<file path="src/design/i2cra_pkg.sv">
// Shared types, codes and helpers for the I2C master register access sequencer.
`timescale 1ns / 1ps

package i2cra_pkg;

  // Request kinds carried in tuser
  localparam logic [1:0] OP_CMD   = 2'd0;
  localparam logic [1:0] OP_EVENT = 2'd1;
  localparam logic [1:0] OP_TICK  = 2'd2;

  // Command access kinds
  localparam logic [1:0] ACC_RD_BYTE = 2'd0;
  localparam logic [1:0] ACC_RD_WORD = 2'd1;
  localparam logic [1:0] ACC_WR_BYTE = 2'd2;
  localparam logic [1:0] ACC_WR_WORD = 2'd3;

  // Bus engine actions
  localparam logic [2:0] ACT_ACK_OFF = 3'd0;
  localparam logic [2:0] ACT_ACK_ON  = 3'd1;
  localparam logic [2:0] ACT_START   = 3'd2;
  localparam logic [2:0] ACT_SEND    = 3'd3;
  localparam logic [2:0] ACT_STOP    = 3'd4;
  localparam logic [2:0] ACT_DONE    = 3'd5;

  localparam logic STATUS_OK      = 1'b0;
  localparam logic STATUS_TIMEOUT = 1'b1;

  // Configuration register map
  localparam logic REG_TIMEOUT_LIMIT = 1'b0;
  localparam logic [15:0] TIMEOUT_RESET = 16'd50;

  // Result queue
  localparam int unsigned RES_DEPTH = 4;
  localparam int unsigned RES_AW    = $clog2(RES_DEPTH);

  typedef enum logic [3:0] {
    PH_IDLE,
    PH_T_SB,
    PH_T_ADDR,
    PH_T_TXE,
    PH_T_BTF,
    PH_R_SB,
    PH_R_ADDR,
    PH_R_FIRST,
    PH_R_LAST
  } phase_e;

  // One incoming request, unpacked
  typedef struct packed {
    logic [1:0]  op;
    logic [1:0]  access;
    logic [7:0]  slave_address;
    logic [7:0]  register_offset;
    logic [15:0] wr_value;
    logic        start_sent;
    logic        address_sent;
    logic        byte_finished;
    logic        tx_empty;
    logic        rx_ready;
    logic [7:0]  rx_byte;
  } req_t;

  // One action toward the bus engine
  typedef struct packed {
    logic [2:0]  action;
    logic [7:0]  byte_value;
    logic        status;
    logic [15:0] read_value;
  } res_t;

  // Up to two actions produced by one request
  typedef struct packed {
    logic [1:0] count;
    res_t       r0;
    res_t       r1;
  } seq_out_t;

  // Queue entry
  typedef struct packed {
    res_t res;
    logic last;
  } out_item_t;

  function automatic res_t mk_res(logic [2:0] act, logic [7:0] byte_v, logic st,
                                  logic [15:0] rv);
    res_t r;
    r.action     = act;
    r.byte_value = byte_v;
    r.status     = st;
    r.read_value = rv;
    return r;
  endfunction

endpackage

</file>
<file path="src/design/i2cra_seq.sv">
// Register access sequencer: phase state and actions for each request.
`timescale 1ns / 1ps

module i2cra_seq import i2cra_pkg::*; (
  input  logic        clk_i,
  input  logic        rst_ni,
  input  logic        req_valid_i,
  input  req_t        req_i,
  input  logic [15:0] timeout_limit_i,
  output seq_out_t    seq_o
);

  phase_e      phase_q, phase_d;
  logic [1:0]  kind_q, kind_d;
  logic [7:0]  addr_q, addr_d;
  logic [7:0]  offset_q, offset_d;
  logic [15:0] value_q, value_d;
  logic [1:0]  byte_idx_q, byte_idx_d;
  logic [7:0]  first_q, first_d;
  logic [15:0] wait_q, wait_d;

  logic [15:0] wait_inc;
  logic        timeout;
  logic [1:0]  byte_next;
  logic [1:0]  tx_cnt;
  logic        tx_done;
  logic [7:0]  tx_byte;
  logic [15:0] rd_value;
  logic        is_word_rd;

  // Shared helpers
  assign wait_inc   = (wait_q == 16'hFFFF) ? wait_q : wait_q + 16'd1;
  assign timeout    = wait_inc > timeout_limit_i;
  assign byte_next  = byte_idx_q + 2'd1;
  assign tx_cnt     = kind_q[1] ? kind_q : 2'd1;
  assign tx_done    = byte_next >= tx_cnt;
  assign is_word_rd = kind_q == ACC_RD_WORD;
  assign rd_value   = is_word_rd ? {req_i.rx_byte, first_q} : {8'd0, req_i.rx_byte};

  always_comb begin
    unique case (byte_idx_q)
      2'd0:    tx_byte = offset_q;
      2'd1:    tx_byte = value_q[7:0];
      default: tx_byte = value_q[15:8];
    endcase
  end

  // Next state
  always_comb begin
    phase_d    = phase_q;
    kind_d     = kind_q;
    addr_d     = addr_q;
    offset_d   = offset_q;
    value_d    = value_q;
    byte_idx_d = byte_idx_q;
    first_d    = first_q;
    wait_d     = wait_q;
    if (req_valid_i) begin
      unique case (req_i.op)
        OP_CMD: begin
          if (phase_q == PH_IDLE) begin
            kind_d     = req_i.access;
            addr_d     = req_i.slave_address;
            offset_d   = req_i.register_offset;
            value_d    = req_i.wr_value;
            byte_idx_d = 2'd0;
            first_d    = 8'd0;
            phase_d    = PH_T_SB;
            wait_d     = 16'd0;
          end
        end
        OP_TICK: begin
          if (phase_q != PH_IDLE) begin
            if (timeout) begin
              phase_d = PH_IDLE;
              wait_d  = 16'd0;
            end else begin
              wait_d = wait_inc;
            end
          end
        end
        OP_EVENT: begin
          unique case (phase_q)
            PH_IDLE: ;
            PH_T_SB: if (req_i.start_sent) begin
              phase_d = PH_T_ADDR;
              wait_d  = 16'd0;
            end
            PH_T_ADDR: if (req_i.address_sent) begin
              byte_idx_d = 2'd0;
              phase_d    = PH_T_TXE;
              wait_d     = 16'd0;
            end
            PH_T_TXE: if (req_i.tx_empty) begin
              byte_idx_d = byte_next;
              phase_d    = tx_done ? PH_T_BTF : PH_T_TXE;
              wait_d     = 16'd0;
            end
            PH_T_BTF: if (req_i.byte_finished && req_i.tx_empty) begin
              phase_d = kind_q[1] ? PH_IDLE : PH_R_SB;
              wait_d  = 16'd0;
            end
            PH_R_SB: if (req_i.start_sent) begin
              phase_d = PH_R_ADDR;
              wait_d  = 16'd0;
            end
            PH_R_ADDR: if (req_i.address_sent) begin
              phase_d = is_word_rd ? PH_R_FIRST : PH_R_LAST;
              wait_d  = 16'd0;
            end
            PH_R_FIRST: if (req_i.rx_ready) begin
              first_d = req_i.rx_byte;
              phase_d = PH_R_LAST;
              wait_d  = 16'd0;
            end
            PH_R_LAST: if (req_i.rx_ready) begin
              phase_d = PH_IDLE;
              wait_d  = 16'd0;
            end
            default: phase_d = PH_IDLE;
          endcase
        end
        default: ;
      endcase
    end
  end

  // Actions for the current request
  always_comb begin
    seq_o.count = 2'd0;
    seq_o.r0    = mk_res(ACT_ACK_OFF, 8'd0, STATUS_OK, 16'd0);
    seq_o.r1    = mk_res(ACT_ACK_OFF, 8'd0, STATUS_OK, 16'd0);
    if (req_valid_i) begin
      unique case (req_i.op)
        OP_CMD: begin
          if (phase_q == PH_IDLE) begin
            seq_o.count = 2'd2;
            seq_o.r1    = mk_res(ACT_START, 8'd0, STATUS_OK, 16'd0);
          end
        end
        OP_TICK: begin
          if (phase_q != PH_IDLE && timeout) begin
            seq_o.count = 2'd2;
            seq_o.r0    = mk_res(ACT_STOP, 8'd0, STATUS_OK, 16'd0);
            seq_o.r1    = mk_res(ACT_DONE, 8'd0, STATUS_TIMEOUT, 16'd0);
          end
        end
        OP_EVENT: begin
          unique case (phase_q)
            PH_T_SB: if (req_i.start_sent) begin
              seq_o.count = 2'd1;
              seq_o.r0    = mk_res(ACT_SEND, addr_q, STATUS_OK, 16'd0);
            end
            PH_T_TXE: if (req_i.tx_empty) begin
              seq_o.count = 2'd1;
              seq_o.r0    = mk_res(ACT_SEND, tx_byte, STATUS_OK, 16'd0);
            end
            PH_T_BTF: if (req_i.byte_finished && req_i.tx_empty) begin
              seq_o.count = 2'd2;
              if (kind_q[1]) begin
                seq_o.r0 = mk_res(ACT_STOP, 8'd0, STATUS_OK, 16'd0);
                seq_o.r1 = mk_res(ACT_DONE, 8'd0, STATUS_OK, 16'd0);
              end else begin
                seq_o.r0 = mk_res(is_word_rd ? ACT_ACK_ON : ACT_ACK_OFF, 8'd0,
                                  STATUS_OK, 16'd0);
                seq_o.r1 = mk_res(ACT_START, 8'd0, STATUS_OK, 16'd0);
              end
            end
            PH_R_SB: if (req_i.start_sent) begin
              seq_o.count = 2'd1;
              seq_o.r0    = mk_res(ACT_SEND, addr_q | 8'd1, STATUS_OK, 16'd0);
            end
            PH_R_ADDR: if (req_i.address_sent && !is_word_rd) begin
              seq_o.count = 2'd1;
              seq_o.r0    = mk_res(ACT_STOP, 8'd0, STATUS_OK, 16'd0);
            end
            PH_R_FIRST: if (req_i.rx_ready) begin
              seq_o.count = 2'd2;
              seq_o.r1    = mk_res(ACT_STOP, 8'd0, STATUS_OK, 16'd0);
            end
            PH_R_LAST: if (req_i.rx_ready) begin
              seq_o.count = 2'd1;
              seq_o.r0    = mk_res(ACT_DONE, 8'd0, STATUS_OK, rd_value);
            end
            default: ;
          endcase
        end
        default: ;
      endcase
    end
  end

  // State registers
  always_ff @(posedge clk_i or negedge rst_ni) begin
    if (!rst_ni) begin
      phase_q    <= PH_IDLE;
      kind_q     <= 2'd0;
      addr_q     <= 8'd0;
      offset_q   <= 8'd0;
      value_q    <= 16'd0;
      byte_idx_q <= 2'd0;
      first_q    <= 8'd0;
      wait_q     <= 16'd0;
    end else begin
      phase_q    <= phase_d;
      kind_q     <= kind_d;
      addr_q     <= addr_d;
      offset_q   <= offset_d;
      value_q    <= value_d;
      byte_idx_q <= byte_idx_d;
      first_q    <= first_d;
      wait_q     <= wait_d;
    end
  end

`ifndef ASSERT_OFF
  // No tick count survives in idle
  a_idle_wait_clear: assert property (@(posedge clk_i) disable iff (!rst_ni)
    phase_q == PH_IDLE |-> wait_q == 16'd0)
    else $error("wait count nonzero while idle");

  // A timeout always returns to idle
  a_timeout_idle: assert property (@(posedge clk_i) disable iff (!rst_ni)
    req_valid_i && req_i.op == OP_TICK && phase_q != PH_IDLE && timeout
    |=> phase_q == PH_IDLE)
    else $error("timeout did not return to idle");

  // A command taken in idle always emits ack off and start
  a_cmd_two: assert property (@(posedge clk_i) disable iff (!rst_ni)
    req_valid_i && req_i.op == OP_CMD && phase_q == PH_IDLE |-> seq_o.count == 2'd2)
    else $error("command did not emit two actions");
`endif

endmodule

</file>
<file path="src/design/i2cra_rfifo.sv">
// Result queue: takes up to two actions per cycle, hands out one per cycle while pop_i is high.
`timescale 1ns / 1ps

module i2cra_rfifo import i2cra_pkg::*; (
  input  logic      clk_i,
  input  logic      rst_ni,
  input  seq_out_t  push_i,
  input  logic      pop_i,
  output out_item_t head_o,
  output logic      valid_o,
  output logic      room_o
);

  out_item_t        mem_q [RES_DEPTH];
  logic [RES_AW-1:0] wptr_q, wptr_d;
  logic [RES_AW-1:0] rptr_q, rptr_d;
  logic [RES_AW:0]   cnt_q, cnt_d;
  logic [RES_AW-1:0] wptr_p1;
  logic              pop;

  assign valid_o = cnt_q != '0;
  assign room_o  = cnt_q <= (RES_AW + 1)'(RES_DEPTH - 2);
  assign head_o  = mem_q[rptr_q];
  assign pop     = pop_i && valid_o;
  assign wptr_p1 = wptr_q + 1'b1;

  // Pointer and fill count update
  always_comb begin
    wptr_d = wptr_q + RES_AW'(push_i.count);
    rptr_d = pop ? rptr_q + 1'b1 : rptr_q;
    cnt_d  = cnt_q + (RES_AW + 1)'(push_i.count) - (RES_AW + 1)'(pop);
  end

  always_ff @(posedge clk_i or negedge rst_ni) begin
    if (!rst_ni) begin
      wptr_q <= '0;
      rptr_q <= '0;
      cnt_q  <= '0;
    end else begin
      wptr_q <= wptr_d;
      rptr_q <= rptr_d;
      cnt_q  <= cnt_d;
    end
  end

  // Entry storage
  always_ff @(posedge clk_i) begin
    if (push_i.count != 2'd0) begin
      mem_q[wptr_q] <= '{res: push_i.r0, last: push_i.count == 2'd1};
    end
    if (push_i.count == 2'd2) begin
      mem_q[wptr_p1] <= '{res: push_i.r1, last: 1'b1};
    end
  end

`ifndef ASSERT_OFF
  a_no_overflow: assert property (@(posedge clk_i) disable iff (!rst_ni)
    push_i.count != 2'd0 |-> room_o)
    else $error("result queue written without room");

  a_cnt_range: assert property (@(posedge clk_i) disable iff (!rst_ni)
    cnt_q <= (RES_AW + 1)'(RES_DEPTH))
    else $error("result queue count out of range");

  a_ptr_track: assert property (@(posedge clk_i) disable iff (!rst_ni)
    pop |=> rptr_q == $past(rptr_q) + 1'b1)
    else $error("read pointer did not advance on pop");
`endif

endmodule

</file>
<file path="src/design/i2c_master_register_access.sv">
// Top level of the I2C master register access sequencer.
//
// Requests enter on the s_axis channel: tuser holds the kind (command, status
// event, timer tick) and tdata the command fields and event flags. Each request
// yields zero to two bus engine actions on the m_axis channel; tlast marks the
// final action of a request. The APB port holds timeout_limit at address 0.
//
// Actions for a request go through the result queue and leave on m_axis in order.
// One request per cycle is taken while the four-entry result queue has
// room for two more actions; the output drains one action per cycle while
// m_axis_tready is high, so s_axis_tready throttles two-action requests.
//
// Reset puts the sequencer in idle, empties the queue and loads timeout_limit
// with 50. When the receiver stalls, actions wait in the queue and s_axis_tready
// drops once fewer than two entries are free; nothing is lost or repeated.
`timescale 1ns / 1ps

module i2c_master_register_access import i2cra_pkg::*; (
  input  logic        clk_i,
  input  logic        rst_ni,
  // Request channel
  input  logic        s_axis_tvalid,
  output logic        s_axis_tready,
  // tdata: access[1:0], slave_address[9:2], register_offset[17:10],
  //   wr_value[33:18], start_sent[34], address_sent[35], byte_finished[36],
  //   tx_empty[37], rx_ready[38], rx_byte[46:39], zero[47]
  input  logic [47:0] s_axis_tdata,
  // tuser: op[1:0]
  input  logic [1:0]  s_axis_tuser,
  // Action channel
  output logic        m_axis_tvalid,
  input  logic        m_axis_tready,
  // tdata: action[2:0], byte_value[10:3], status[11], read_value[27:12],
  //   zero[31:28]
  output logic [31:0] m_axis_tdata,
  output logic        m_axis_tlast,
  // Configuration port
  input  logic        psel,
  input  logic        penable,
  input  logic        pwrite,
  input  logic [2:0]  paddr,
  input  logic [31:0] pwdata,
  output logic [31:0] prdata,
  output logic        pready
);

  logic [15:0] limit_q;
  logic        cfg_wr;
  logic        accept;
  req_t        req;
  seq_out_t    seq_out;
  out_item_t   head;
  logic        room;

  // Configuration register
  assign pready = 1'b1;
  assign cfg_wr = psel && penable && pwrite && pready;
  assign prdata = (paddr[2] == REG_TIMEOUT_LIMIT) ? {16'd0, limit_q} : 32'd0;

  always_ff @(posedge clk_i or negedge rst_ni) begin
    if (!rst_ni) begin
      limit_q <= TIMEOUT_RESET;
    end else if (cfg_wr && paddr[2] == REG_TIMEOUT_LIMIT) begin
      limit_q <= pwdata[15:0];
    end
  end

  // Request unpacking
  assign s_axis_tready = room;
  assign accept        = s_axis_tvalid && s_axis_tready;

  always_comb begin
    req.op              = s_axis_tuser;
    req.access          = s_axis_tdata[1:0];
    req.slave_address   = s_axis_tdata[9:2];
    req.register_offset = s_axis_tdata[17:10];
    req.wr_value        = s_axis_tdata[33:18];
    req.start_sent      = s_axis_tdata[34];
    req.address_sent    = s_axis_tdata[35];
    req.byte_finished   = s_axis_tdata[36];
    req.tx_empty        = s_axis_tdata[37];
    req.rx_ready        = s_axis_tdata[38];
    req.rx_byte         = s_axis_tdata[46:39];
  end

  i2cra_seq u_seq (
    .clk_i           (clk_i),
    .rst_ni          (rst_ni),
    .req_valid_i     (accept),
    .req_i           (req),
    .timeout_limit_i (limit_q),
    .seq_o           (seq_out)
  );

  i2cra_rfifo u_rfifo (
    .clk_i   (clk_i),
    .rst_ni  (rst_ni),
    .push_i  (seq_out),
    .pop_i   (m_axis_tready),
    .head_o  (head),
    .valid_o (m_axis_tvalid),
    .room_o  (room)
  );

  // Action packing
  assign m_axis_tdata = {4'd0, head.res.read_value, head.res.status,
                         head.res.byte_value, head.res.action};
  assign m_axis_tlast = head.last;

endmodule

</file>
<file path="config.mk">
export PLATFORM = sky130hd
export DESIGN_NAME = i2c_master_register_access
export DESIGN_NICKNAME = d
export VERILOG_FILES = /design/src/design/i2cra_pkg.sv /design/src/design/i2cra_seq.sv /design/src/design/i2cra_rfifo.sv /design/src/design/i2c_master_register_access.sv
export SDC_FILE = /design/constraint.sdc
export NUM_CORES = 1
export LEC_CHECK = 0
export ABC_AREA = 1
export ABC_CLOCK_PERIOD_IN_PS = 4400
export BUFFER_PORTS_ARGS = -buffer_cell sky130_fd_sc_hd__buf_2
export CAP_MARGIN = 15
export CORE_ASPECT_RATIO = 0.8
export CORE_MARGIN = 1.5
export CORE_UTILIZATION = 30
export CTS_CLUSTER_SIZE = 8
export DETAILED_ROUTE_END_ITERATION = 6
export PLACE_DENSITY = 0.51
export SYNTH_ARGS = -nofsm -noshare
export SYNTH_HDL_FRONTEND = slang
export SYNTH_HIERARCHICAL = 1
export SYNTH_SLANG_ARGS = --single-unit
</file>
<file path="constraint.sdc">
create_clock -name clk_i -period 4.4 [get_ports clk_i]
set_clock_uncertainty 0.1 [all_clocks]
set_input_delay 0.88 -clock clk_i [delete_from_list [all_inputs] [get_ports clk_i]]
set_output_delay 0.88 -clock clk_i [all_outputs]
set_load 0.05 [all_outputs]
</file>
# Yosys cells after proc, flatten, opt, wreduce, memory -nomap -nowiden
# Memory sizes are Yosys's and may differ from the RTL's.
# Index checks and enable logic that the tools add are counted.
classes:
  add_sub_neg: 7
  order_cmp: 3
  eq_ne: 34
  mux: 64
  bitwise: 1
  n_reduce_logical: 25
op_table:
  columns: ["operator", "count"]
  rows:
  - ["two-way mux 16 bit", 11]
  - ["two-way mux 58 bit", 3]
  - ["one-hot mux 28 bit (6 select lines)", 1]
  - ["two-way mux 29 bit", 5]
  - ["one-hot mux 28 bit (2 select lines)", 2]
  - ["one-hot mux 28 bit (3 select lines)", 1]
  - ["one-hot mux 16 bit (5 select lines)", 1]
  - ["two-way mux 56 bit", 1]
  - ["two-way mux 4 bit", 12]
  - ["one-hot mux 16 bit (3 select lines)", 1]
  - ["one-hot mux 4 bit (9 select lines)", 1]
  - ["inequality test 3 bit (second input constant)", 11]
  - ["one-hot mux 8 bit (2 select lines)", 2]
  - ["two-way mux 28 bit", 1]
  - ["two-way mux 27 bit", 1]
  - ["two-way mux 8 bit", 3]
  - ["adder 16 x 1 -> 16 bit (second input constant)", 1]
  - ["== test 16 bit (second input constant)", 1]
  - ["== test 4 x 3 -> 1 bit (second input constant)", 4]
  - ["> comparator 16 bit", 1]
  - ["one-hot mux 2 bit (7 select lines)", 1]
  - ["AND reduction 14 bit", 1]
  - ["two-way mux 2 bit", 6]
  - ["one-hot mux 4 bit (3 select lines)", 1]
  - ["32 further kinds", 61]
word_totals:
  regBits: 87
  ram_bits: 116
  inputBits: 92
  word_cells: 147
  n_memories: 1
memory_table:
  columns: ["name", "words", "width", "rd", "rd_ports_with_merged_regs", "write_ports", "line_no", "rtl"]
  rows:
  - ["u_rfifo.mem_q", 4, 29, 1, 0, 2, "i2cra_rfifo.sv:14", "out_item_t mem_q [RES_DEPTH];"]

# Depth between registers and ports, before layout
logic_depth:
  ltp_word: 10
  ltp_mapped: 28
  depth_no_buf: 28

# By module
# Netlist, hierarchy kept.
modules_own_cells:
  columns: ["mod", "instances", "cells_each", "area_per_inst_um2", "seq_area_each_um2"]
  rows:
  - ["i2cra_rfifo", 1, 701, 6741.5, 3618.5]
  - ["i2cra_seq", 1, 646, 4762.1, 1601.5]
  - ["i2c_master_register_access", 1, 131, 979.7, 404.1]

# Worst setup path after synthesis
# No wires, ideal clock.
synth_path:
  kind: "reg-to-reg"
  from: "register u_rfifo.cnt_q[2]"
  to: "memory u_rfifo/mem_q[3][10] (netlist name), enable pin"
  setup_time_ns: 0.385
  arrival_time_ns: 3.696
  slack_ns: 0.219
  path_stages_with_launch: 15
  n_path_buf: 1
  synth_period_minus_slack_ns: 4.181
  path_cell_list: "dfrtp_1 > a21oi_1 > nand2_1 > inv_1 > inv_1 > nor2_1 > inv_1 > nor2_1 > inv_1 > nor3_1 > inv_1 > nand2_1 > buf_4 > nand2_1 > nand2_1"
synth_lines:
  columns: ["item", "line_no", "rtl"]
  rows:
  - ["start: declaration", "i2cra_rfifo.sv:17", "logic [RES_AW:0] cnt_q, cnt_d;"]
  - ["start signal: assignment", "i2cra_rfifo.sv:42", "cnt_q <= cnt_d;"]
  - ["end: declaration", "i2cra_rfifo.sv:14", null]

==> out/results.ini <==
[status]
status=complete, no violations

[floorplan]
pin_count=160
rows=66
die_area_um2=42850
die_h_um=185.5
core_area_um2=40880
die_x_um=231.1
start_util=0.3054

[yosys]
avgSynthCellArea_um2=8.446
synth_seq_cells=203
ys_types=43
syn-instance-count=1478
yosysWarnings=6
synthesis.area_um2=12480
yosysSeqAreaShare=0.4505

[drt]
avgRoutedWirePerCell_um=16.33
firstDrtPassIters=5
routed_wl_mm=35.48
drc=0
ant_nets=0
vias=10138
vias_per_cell=4.665
drtIter0Drc=856

[pwr]
p_sw_frac=0.4285
clkPwrFrac=0.270
irDropWorstVdd_uv=248.8
internal_power_uw=4366
power_leakage_uw=0.006378
p_switching_uw=3273
powerDensity_nw_per_um2=531.4
finalPower_uw=7638
combPwrFrac=0.400
seqPwrFrac=0.330

[timing]
worstMarginPinSlew_ns=0.9377
clock.fmax_ghz=0.2450
setup_viol_count_final=0
period_share=0.9275
relSlewSlack=0.3742
fin_crit_ns=4.081
slew_viol_final=0
fin_setup_tns_ns=0
hold_violations=0
grt_setup_unrepaired=no

[min_path]
min_path_type=register to register

[cts]
root_buffer=clkbuf_16
clock-sinks=203
cts_tree=yes
htreeDepth=1
cts_buffers=29
clk_pin_slew_worst_paths_ns=0.05
clk_path_buf_depth=3
clk_latency_ns=0.55
cts_hold_buf=0

[critical_path]
worstPathRequired_ns=4.71
cp.arrival_ns=4.39
cp_max_fo=14
startpoint_type=register
end_kind=register
worstSetupPathType=register to register

[global_route]
grt.met1_usage=0.2318
grtUsageTotal=0.1623
overflow=0
grt_pass1_vias=9757
met2_usage=0.2544
grt_max_degree=70
grt-busiest-layer=met2
grt_util_met3=0.02757
grt_pass1_wl_mm=54.61
antenna_found_initial=4

[placement]
post_dp_cell_area_um2=13440
port_buffers=119
dpl.hpwl_mm=23.56
gp_congestion=0.8221

[cells_and_area]
multi_input_area_um2=5655
area_delta_synth_final_pct=15.14
final_nets=1728
final.fill_count=4271
drive_above_1_share=0.2171
seq_area_um2=5624
finalInstanceArea_um2=14370

[run]
drv_cap=0

==> cells by family after synthesis <==
| kind of cell | count (synthesis) | synth area share |
|---|---|---|
| flops | 203 | 0.4505 |
| other cells | 3 | 0.0009020 |
| mux | 32 | 0.02887 |
| buf+inv | 276 | 0.1129 |
| compound gates | 243 | 0.1360 |
| fa+ha+maj | 30 | 0.03067 |
| xor+xnor | 10 | 0.007017 |
| simple gates | 681 | 0.2331 |
==> cell type report <==
| class | count | share of cell area |
|---|---|---|
| diodes | 3 | 0.0005223 |
| clock buffers | 51 | 0.05693 |
| inverters | 169 | 0.04413 |
| multi-input cells | 1045 | 0.3935 |
| flip-flops and latches | 203 | 0.3913 |
| well taps | 544 | 0.04735 |
| repair buffers | 158 | 0.06633 |
==> sequential cells by signal, summed over array words and instances, names as in the netlist, 3 cells and up <==
register and count:
u_seq/phase_q 4, u_seq/first_q 8, u_seq/offset_q 8, u_seq/wait_q 16, u_rfifo/mem_q 116, limit_q 16
u_seq/addr_q 8, u_seq/value_q 16, u_rfifo/cnt_q 3
==> metal layers <==
metal  vias to the layer above  wire length, um  part of all wire
li1                       5034                -                 -
met1                      4807            17500              0.49
met2                       243            15430              0.43
met3                        52             1796             0.051
met4                         2              748             0.021
met5                         -                7           0.00020
==> worst max-delay path, stage by stage, from the launching register on <==
cell,delay (ns)
dfrtp_1,0.41
inv_1,0.09
nor3_1,0.33
nand2_1,0.24
o21ai_0,0.21
nand3_1,0.15
ha_1,0.34
nand2_1,0.09
nor3_1,0.27
nand2_1,0.09
nand2_1,0.06
nand2_1,0.08
inv_1,0.08
nand3_1,0.10
nand2_2,0.13
buf_4,0.13
nor2_4,0.06
nor2_2,0.72
nand2_1,0.14
o21ai_2,0.10
==> synthesized netlist by cell type (all sizes together) <==
cell,instances,area share
a21boi,1,0.00090
a21o,1,0.00060
a21oi,33,0.013
a31oi,2,0.0010
buf,92,0.058
clkbuf,15,0.0045
clkinv,3,0.00090
conb,3,0.00090
dfrtp,84,0.17
dfstp,3,0.0063
dfxtp,4,0.0064
edfxtp,112,0.27
fa,1,0.0016
ha,29,0.029
inv,166,0.050
mux2,32,0.029
nand2,416,0.13
nand3,95,0.040
nand4,19,0.0095
nor2,142,0.051
nor3,9,0.0040
o211ai,30,0.018
o21a,1,0.00060
o21ai,173,0.10
o21bai,1,0.00060
o32ai,1,0.00070
xnor2,2,0.0014
xor2,8,0.0056
==> final timing paths <==
check / startpoint / to / slack [ns] / cells past startpoint
worst max-delay path: u_seq/wait_q[3] / u_rfifo/mem_q[2][16] / 0.32 / 19
worst min-delay path: u_rfifo/mem_q[1][0] / u_rfifo/mem_q[1][0] / 0.36 / 2
worst max register to register: u_seq/wait_q[3] / u_rfifo/mem_q[2][16] / 0.32 / 19
worst min register to register: u_rfifo/mem_q[1][0] / u_rfifo/mem_q[1][0] / 0.36 / 2
max in group asynchronous: rst_ni / u_seq/offset_q[5] / 2.95 / 2
min in group asynchronous: rst_ni / limit_q[10] / 0.39 / 1
==> placed cells by master, fill, tap and decap left out, types with 5 or more instances in the layout <==
master     Yosys  final
buf_2         16    118
nand2_2        9     10
mux2_2         7      7
clkbuf_1      15     21
nor3_1         8      8
o211ai_1      30     30
buf_12         0      5
nand4_1       19     19
inv_2          9      9
buf_4         54     35
conb_1         3     46
nand2_1      405    404
edfxtp_1     112    112
o21ai_1       18     19
dfrtp_1       84     84
o21ai_0       52     51
nor2_2         9     11
xor2_1         8      8
nor2_4         9     12
o21ai_2      103    103
nor2_1       123    121
inv_1        157    157
nand3_1       91     91
clkbuf_16      0     29
a21oi_1       33     33
ha_1          29     28
mux2_1        25     25
==> power groups by stage <==
stage                     combinational (uW)  clock, uW  sequential, uW
final                                   3060       2060            2520
after global routing                    3370       2190            2560
after CTS                               3080       2120            2520
after detailed placement                3060          0            2550
after global placement                  3030          0            2550
after floorplan                         2300          0            2500
==> metrics by stage <==
step | worst slack [ns] | util | hold slack [ns] | cells
floorplan | 0.2185 | - | 0.3236 | 1521
global route | 0.001859 | 0.3515 | 0.3722 | 2171
detailed placement | 0.1416 | 0.3288 | 0.3447 | 2109
CTS | 0.1036 | 0.3488 | 0.3589 | 2160
finish | 0.3188 | 0.3516 | 0.3592 | 2173
global placement | 0.1884 | 0.3288 | 0.3423 | 2109
==> what timing repair did <==
action                                  CTS  global route
endpoints found under the setup margin    0           172
setup buffers                             0             7
resized for setup                         0             8
Power figures use the tool's default switching activity.
